**src/sv/sha_pkg.sv**
```systemverilog
// Package for the SHA-256 stream hasher: types, round constants, initial hash values
// and the round and schedule functions used by the core and the top level.
// No dependencies.
package sha_pkg;

  typedef logic [31:0] word_t;

  typedef struct packed {
    logic [7:0] data_byte;
    logic       byte_present;
    logic       message_end;
  } in_item_t;

  typedef struct packed {
    logic [31:0] digest_word;
    logic        word_last;
  } out_item_t;

  localparam int unsigned BlockLen = 64;
  localparam int unsigned LenPos   = 56;
  localparam logic [7:0]  PadMark  = 8'h80;

  localparam word_t RoundK [64] = '{
    32'h428a2f98, 32'h71374491, 32'hb5c0fbcf, 32'he9b5dba5, 32'h3956c25b, 32'h59f111f1,
    32'h923f82a4, 32'hab1c5ed5, 32'hd807aa98, 32'h12835b01, 32'h243185be, 32'h550c7dc3,
    32'h72be5d74, 32'h80deb1fe, 32'h9bdc06a7, 32'hc19bf174, 32'he49b69c1, 32'hefbe4786,
    32'h0fc19dc6, 32'h240ca1cc, 32'h2de92c6f, 32'h4a7484aa, 32'h5cb0a9dc, 32'h76f988da,
    32'h983e5152, 32'ha831c66d, 32'hb00327c8, 32'hbf597fc7, 32'hc6e00bf3, 32'hd5a79147,
    32'h06ca6351, 32'h14292967, 32'h27b70a85, 32'h2e1b2138, 32'h4d2c6dfc, 32'h53380d13,
    32'h650a7354, 32'h766a0abb, 32'h81c2c92e, 32'h92722c85, 32'ha2bfe8a1, 32'ha81a664b,
    32'hc24b8b70, 32'hc76c51a3, 32'hd192e819, 32'hd6990624, 32'hf40e3585, 32'h106aa070,
    32'h19a4c116, 32'h1e376c08, 32'h2748774c, 32'h34b0bcb5, 32'h391c0cb3, 32'h4ed8aa4a,
    32'h5b9cca4f, 32'h682e6ff3, 32'h748f82ee, 32'h78a5636f, 32'h84c87814, 32'h8cc70208,
    32'h90befffa, 32'ha4506ceb, 32'hbef9a3f7, 32'hc67178f2
  };

  localparam word_t InitHash [8] = '{
    32'h6a09e667, 32'hbb67ae85, 32'h3c6ef372, 32'ha54ff53a,
    32'h510e527f, 32'h9b05688c, 32'h1f83d9ab, 32'h5be0cd19
  };

  function automatic word_t ror(input word_t x, input int unsigned n);
    ror = (x >> n) | (x << (32 - n));
  endfunction

  function automatic word_t sig0(input word_t x);
    sig0 = ror(x, 7) ^ ror(x, 18) ^ (x >> 3);
  endfunction

  function automatic word_t sig1(input word_t x);
    sig1 = ror(x, 17) ^ ror(x, 19) ^ (x >> 10);
  endfunction

  function automatic word_t bsig0(input word_t x);
    bsig0 = ror(x, 2) ^ ror(x, 13) ^ ror(x, 22);
  endfunction

  function automatic word_t bsig1(input word_t x);
    bsig1 = ror(x, 6) ^ ror(x, 11) ^ ror(x, 25);
  endfunction

endpackage

```
**src/sv/sha_word_ram.sv**
```systemverilog
// Generic single-port-write, single-port-read synchronous RAM with registered read.
// No dependencies.
module sha_word_ram #(
  parameter int unsigned Width = 32,
  parameter int unsigned Depth = 16,
  localparam int unsigned AddrW = $clog2(Depth)
) (
  input  logic             clk,
  input  logic             we,
  input  logic [AddrW-1:0] waddr,
  input  logic [Width-1:0] wdata,
  input  logic [AddrW-1:0] raddr,
  output logic [Width-1:0] rdata
);
  logic [Width-1:0] mem [Depth];

  always_ff @(posedge clk) begin
    if (we) begin
      mem[waddr] <= wdata;
    end
    rdata <= mem[raddr];
  end
endmodule

```
**src/sv/sha_core.sv**
```systemverilog
// Compression core: eight working registers, hash state in a 8-deep memory,
// schedule window in a 16-deep memory read at one address per cycle. Uses sha_pkg.
module sha_core
  import sha_pkg::*;
(
  input  logic        clk,
  input  logic        rst,
  // block load: sixteen words written before start
  input  logic        load_we,
  input  logic [3:0]  load_addr,
  input  word_t       load_data,
  input  logic        start,
  input  logic        reinit,
  output logic        busy,
  // hash readout
  input  logic [2:0]  hash_raddr,
  output word_t       hash_rdata
);
  localparam logic [2:0] S_IDLE  = 3'd0;
  localparam logic [2:0] S_INIT  = 3'd1;
  localparam logic [2:0] S_LDH   = 3'd2;
  localparam logic [2:0] S_ROUND = 3'd3;
  localparam logic [2:0] S_ADD   = 3'd4;

  logic [2:0] state;
  logic [1:0] phase;
  logic [5:0] rnd;
  logic [3:0] hidx;
  logic [2:0] hprev;
  word_t a, b, c, d, e, f, g, h;
  word_t wt15, wsum, wp1, wp2, t1p;

  logic       w_we;
  logic [3:0] w_waddr, w_raddr;
  word_t      w_wdata, w_rdata;
  logic       h_we;
  logic [2:0] h_waddr, h_raddr;
  word_t      h_wdata, h_rdata;
  word_t      wr, t1, t2;
  word_t      vsel;

  sha_word_ram #(.Width(32), .Depth(16)) u_wram (
    .clk(clk), .we(w_we), .waddr(w_waddr), .wdata(w_wdata),
    .raddr(w_raddr), .rdata(w_rdata)
  );

  sha_word_ram #(.Width(32), .Depth(8)) u_hram (
    .clk(clk), .we(h_we), .waddr(h_waddr), .wdata(h_wdata),
    .raddr(h_raddr), .rdata(h_rdata)
  );

  assign busy       = (state != S_IDLE);
  assign hash_rdata = h_rdata;
  assign hprev      = hidx[2:0] - 3'd1;

  always_comb begin
    wr = (rnd < 6'd16) ? w_rdata : (w_rdata + wsum);
    t1 = t1p + wr;
    t2 = bsig0(a) + ((a & b) ^ (a & c) ^ (b & c));
    unique case (hprev)
      3'd0: vsel = a;
      3'd1: vsel = b;
      3'd2: vsel = c;
      3'd3: vsel = d;
      3'd4: vsel = e;
      3'd5: vsel = f;
      3'd6: vsel = g;
      default: vsel = h;
    endcase
  end

  // schedule reads: phases 0..2 read w[r-15], w[r-7], w[r-16]; w[r-2] is held in wp2
  always_comb begin
    w_we    = load_we;
    w_waddr = load_addr;
    w_wdata = load_data;
    w_raddr = rnd[3:0];
    h_we    = 1'b0;
    h_waddr = hidx[2:0];
    h_wdata = InitHash[hidx[2:0]];
    h_raddr = hash_raddr;
    unique case (state)
      S_INIT: begin
        h_we = 1'b1;
      end
      S_LDH: begin
        h_raddr = hidx[2:0];
      end
      S_ROUND: begin
        unique case (phase)
          2'd0: w_raddr = rnd[3:0] - 4'd15;
          2'd1: w_raddr = rnd[3:0] - 4'd7;
          default: w_raddr = rnd[3:0];
        endcase
        if (phase == 2'd3 && rnd >= 6'd16) begin
          w_we    = 1'b1;
          w_waddr = rnd[3:0];
          w_wdata = wr;
        end
      end
      S_ADD: begin
        h_raddr = hidx[2:0];
        h_we    = hidx[3];
        h_waddr = hprev;
        h_wdata = h_rdata + vsel;
      end
      default: ;
    endcase
  end

  always_ff @(posedge clk) begin
    if (rst) begin
      state <= S_INIT;
      hidx  <= '0;
      phase <= '0;
      rnd   <= '0;
    end else begin
      unique case (state)
        S_IDLE: begin
          hidx <= '0;
          if (reinit) begin
            state <= S_INIT;
          end else if (start) begin
            state <= S_LDH;
          end
        end
        S_INIT: begin
          hidx <= hidx + 4'd1;
          if (hidx[2:0] == 3'd7) begin
            state <= S_IDLE;
          end
        end
        S_LDH: begin
          // read issued at hidx, data valid next cycle for hidx-1
          hidx <= hidx + 4'd1;
          if (hidx != 4'd0) begin
            {a, b, c, d, e, f, g} <= {b, c, d, e, f, g, h};
            h <= h_rdata;
          end
          if (hidx == 4'd8) begin
            state <= S_ROUND;
            rnd   <= '0;
            phase <= '0;
          end
        end
        S_ROUND: begin
          phase <= phase + 2'd1;
          unique case (phase)
            2'd0: ;
            2'd1: wt15 <= w_rdata;
            2'd2: begin
              wsum <= sig0(wt15) + w_rdata + sig1(wp2);
              t1p  <= h + bsig1(e) + ((e & f) ^ (~e & g)) + RoundK[rnd];
            end
            default: begin
              h <= g; g <= f; f <= e; e <= d + t1;
              d <= c; c <= b; b <= a; a <= t1 + t2;
              wp2 <= wp1;
              wp1 <= wr;
              rnd <= rnd + 6'd1;
              if (rnd == 6'd63) begin
                state <= S_ADD;
                hidx  <= '0;
              end
            end
          endcase
        end
        S_ADD: begin
          hidx <= {1'b1, hidx[2:0] + 3'd1};
          if (hidx == 4'b1000) begin
            state <= S_IDLE;
          end
        end
        default: state <= S_IDLE;
      endcase
    end
  end
endmodule
```
**config.mk**
```make
export PLATFORM = sky130hd
export DESIGN_NAME = sha_core
export DESIGN_NICKNAME = d
export VERILOG_FILES = /design/src/sv/sha_pkg.sv /design/src/sv/sha_word_ram.sv /design/src/sv/sha_core.sv
export SDC_FILE = /design/constraint.sdc
export NUM_CORES = 2
export LEC_CHECK = 0
export ABC_AREA = 0
export BUFFER_PORTS_ARGS = -buffer_cell sky130_fd_sc_hd__buf_2
export CAP_MARGIN = 20
export CORE_ASPECT_RATIO = 0.7
export CORE_UTILIZATION = 40
export CTS_CLUSTER_SIZE = 30
export DETAILED_ROUTE_END_ITERATION = 10
export PLACE_DENSITY = 0.52
export SLEW_MARGIN = 40
export SYNTH_ARGS = -nofsm -noshare
export SYNTH_HDL_FRONTEND = slang
export SYNTH_SLANG_ARGS = --single-unit
```
**constraint.sdc**
```tcl
create_clock -name clk -period 41.3 [get_ports clk]
set_input_delay 10.325 -clock clk [delete_from_list [all_inputs] [get_ports clk]]
set_output_delay 10.325 -clock clk [all_outputs]
set_load 0.1 [all_outputs]
```
==> results.yml <==
sta:
  hold_viol: 0
  whs_ps: 410
  setup_tns_ps: 0
  setup_viol: 0
  fin_skew_ps: 51.0
  worst_slew_pin_slew_ps: 928
  rsz0062_at_grt: "false"
  finalCritPeriodShare_pct: 30.7
  period_minus_slack_ps: 12700
  slew-limit-headroom_pct: 37.5
  fmax_mhz: 78.7
  slew_viol_final: 0
  setup_ws_ps: 28600
clock_tree:
  cts_max_level: 4
  cts_hold_buf: 0
  cts_resized: 0
  clk_path_buf_depth: 3
  cts_sinks: 1263
  cts_made_buffers: 133
  clock-root-buffer: "clkbuf_16"
  clock_latency_ps: 820
  cts_setup_buffers: 0
  cts_tree: "yes"
  cts.clk_slew.worst_paths_ps: 60
pwr:
  power_frac_comb_pct: 36.4
  p_clk_share_pct: 28.1
  vdd_drop_max_mv: 0.0572
  power.leakage_nw: 28.0
  power_mw: 4.50
  pwr-share-seq_pct: 35.6
  p_per_area_mw_per_mm2: 58.4
  p_int_mw: 2.80
  p_switching_mw: 1.70
  swShare_pct: 37.8
global_routing:
  grt_pass1_wl_mm: 334
  antenna_found_initial: 18
  grt_max_degree: 154
  grt_pass1_vias: 43300
  track_usage_pct: 27.1
  grt-ovfl-total: 0
critical_path:
  regToRegSetupSlack_ps: 31700
  cp-end-kind: "register"
  critical_path_depth: 7
  reg2reg_depth: 32
  worstSetupPathType: "in -> reg"
  cp_slowest_cell: "buf_6"
  required_ps: 41710
  max_stage_delay_ps: 630
  cp-start-kind: "input pin"
  path_delay_family: "buffers and inverters"
  path_buf_inv: 6
  worst_ep_arrival_time_ps: 13110
  cp_max_fo: 90
  crit_chain: "buf_2 > buf_4 > nor4b_2 > buf_4 > buf_6 > buf_12 > buf_16"
  cpMostUsedCell: "buf_4"
synthesis:
  synth_xor_area_share_pct: 5.68
  ys_warn_count: 0
  synth_compound_area_share_pct: 11.1
  ys_seq_elements: 1263
  ys_seq_area_share_pct: 54.0
  synthMuxAreaShare_pct: 9.25
  synth_simple_gate_area_share_pct: 8.41
  synth-edff-count: 1184
  synthesis.instances: 5568
  syn_avg_cell_area_um2: 12.4
  synth_nets: 6000
  synth_fa_ha_area_share_pct: 8.53
  synth_cell_type_count: 80
  syn_area_mm2: 0.0688
  synth_top_family_by_area: "compound AO/OA/AOI/OAI gates"
  async_flop_share_pct: 0
  synth_ff_type: "edfxtp_1"
die:
  die_w_um: 498
  start_util_pct: 40.5
  die_area_mm2: 0.174
  num_rows: 126
  core_mm2: 0.170
  die_y_um: 349
  pin_count: 77
detailed_routing:
  dr.pass1.iters: 9
  drt_iter0_markers: 7022
  viasPerCell: 5.98
  wl_mm: 238
  wire_per_inst_um: 29.9
  ant_nets: 0
  vias: 47700
  drc: 0
layout:
  finalNetCount: 6046
  area_delta_synth_final_pct: 12.1
  fill_cells: 15300
  stdcell_area_mm2: 0.0771
  multi_input_area_mm2: 0.0301
  drive_gt1_share_pct: 14.3
  ff_latch_area_mm2: 0.0371
outcome:
  outcome: "completed"
hold_path:
  hold_depth: 0
  hp-class: "reg -> reg"
job:
  maxCapViolCount: 0
place:
  gp_congestion: 0.972
  dp_hpwl_mm: 173
  post-place-ws_ps: 27880
  port_buffers: 76
  post_dp_cell_area_mm2: 0.0724
==> path summary, 6_finish.rpt <==
path / from / end
worst min register to register: wp1[11]$_DFFE_PP_ / wp2[11]$_DFFE_PP_
worst max-delay path: rst / c[21]$_DFFE_PP_
worst min-delay path: wp1[11]$_DFFE_PP_ / wp2[11]$_DFFE_PP_
worst max register to register: rnd[5]$_SDFFE_PP0P_ / a[31]$_DFFE_PP_
==> placed cells by master (no fill, tap or decap), types with 65 or more instances in the layout <==
cell          n
a21o_1      126
a21oi_1     270
a22oi_1      71
buf_2        76
buf_4       119
clkbuf_16   133
dfxtp_1      75
edfxtp_1   1184
fa_1        131
ha_1        257
inv_1       262
mux2_2       72
mux4_2      227
nand2_1     832
nand3_1      65
nor2_1      221
o21ai_0     290
xnor2_1     294
xor2_1      144
==> sequential cells by signal, summed over array words and instances, names as in the netlist, 3 cells and up <==
register / flops
b: 32
u_wram.mem: 512
rnd: 6
wsum: 32
hidx: 4
e: 32
a: 32
g: 32
u_wram.rdata: 32
wp1: 32
u_hram.rdata: 32
t1p: 32
state: 3
wt15: 32
h: 32
wp2: 32
f: 32
d: 32
c: 32
u_hram.mem: 256
==> stage by stage <==
| stage | cells | utilization (%) |
|---|---|---|
| final | 7966 | 45.5 |
| after global routing | 7963 | 45.5 |
| after CTS | 7958 | 45.4 |
| after detailed placement | 7714 | 42.7 |
| after global placement | 7711 | 42.6 |
| after floorplan | 5568 | - |
==> layer usage <==
layer	up-vias	wire, um	global-route usage, %
met4	10	3110	4.33
met5	-	69	0
met1	24000	116000	45.2
met3	220	33600	10.2
met2	2721	85200	32.0
li1	20700	-	-
==> power by group through the flow <==
stage | combinational [mW] | clock, mW | sequential [mW]
global placement | 1.57 | 0 | 1.63
detailed placement | 1.58 | 0 | 1.63
global route | 1.75 | 1.33 | 1.61
CTS | 1.59 | 1.28 | 1.60
finish | 1.64 | 1.26 | 1.60
floorplan | 0.982 | 0 | 1.67
==> synthesized netlist by cell type (24+ instances only) <==
cell type  count  share of area [%]
edfxtp_1    1184                 52
nand2_1      832                4.5
o21ai_0      311                2.3
xnor2_1      299                3.8
a21oi_1      278                2.0
inv_1        262                1.4
ha_1         257                4.7
clkbuf_1     256                1.4
nor2_1       248                1.4
mux4_2       227                7.4
xor2_1       145                1.8
fa_1         131                3.8
a21o_1       126                1.4
dfxtp_1       79                2.3
mux2_2        72                1.2
a22oi_1       71               0.77
nand3_1       66               0.48
nor3_1        64               0.47
a31oi_1       55               0.50
a211oi_1      44               0.48
mux2i_1       44               0.64
buf_1         43               0.23
o21bai_1      39               0.43
o21a_1        38               0.41
nand2b_1      36               0.33
a221o_1       31               0.45
nor2b_1       28               0.25
o211ai_1      27               0.29
o31ai_1       24               0.26
==> worst reg2reg max path: cells and delay by family (launching register included) <==
| kind | cells | cell delay (ps) |
|---|---|---|
| buf+inv | 6 | 1590 |
| simple gates | 6 | 1270 |
| flops | 1 | 310 |
| fa+ha+maj | 4 | 1510 |
| xor+xnor | 2 | 600 |
| compound gates | 14 | 4030 |
==> cell families (layout without fill, tap and decap cells) <==
group                    Yosys count  in the layout
flip-flops                      1263           1263
AND/OR/NAND/NOR                 1377           1377
adder cells (fa/ha/maj)          391            391
AO/OA/AOI/OAI                   1185           1185
XOR/XNOR                         445            445
multiplexers                     343            343
buffers and inverters            564            719
other                              0              3
==> layout make-up <==
cell class	instances	area share, %
diodes	3	0.00973
clock buffers	154	4.43
clock inverters	90	1.47
inverters	263	1.28
multi-input cells	3741	39.0
flip-flops and latches	1263	48.2
well taps	2240	3.63
repair buffers	212	1.97
Power figures use the tool's default switching activity.
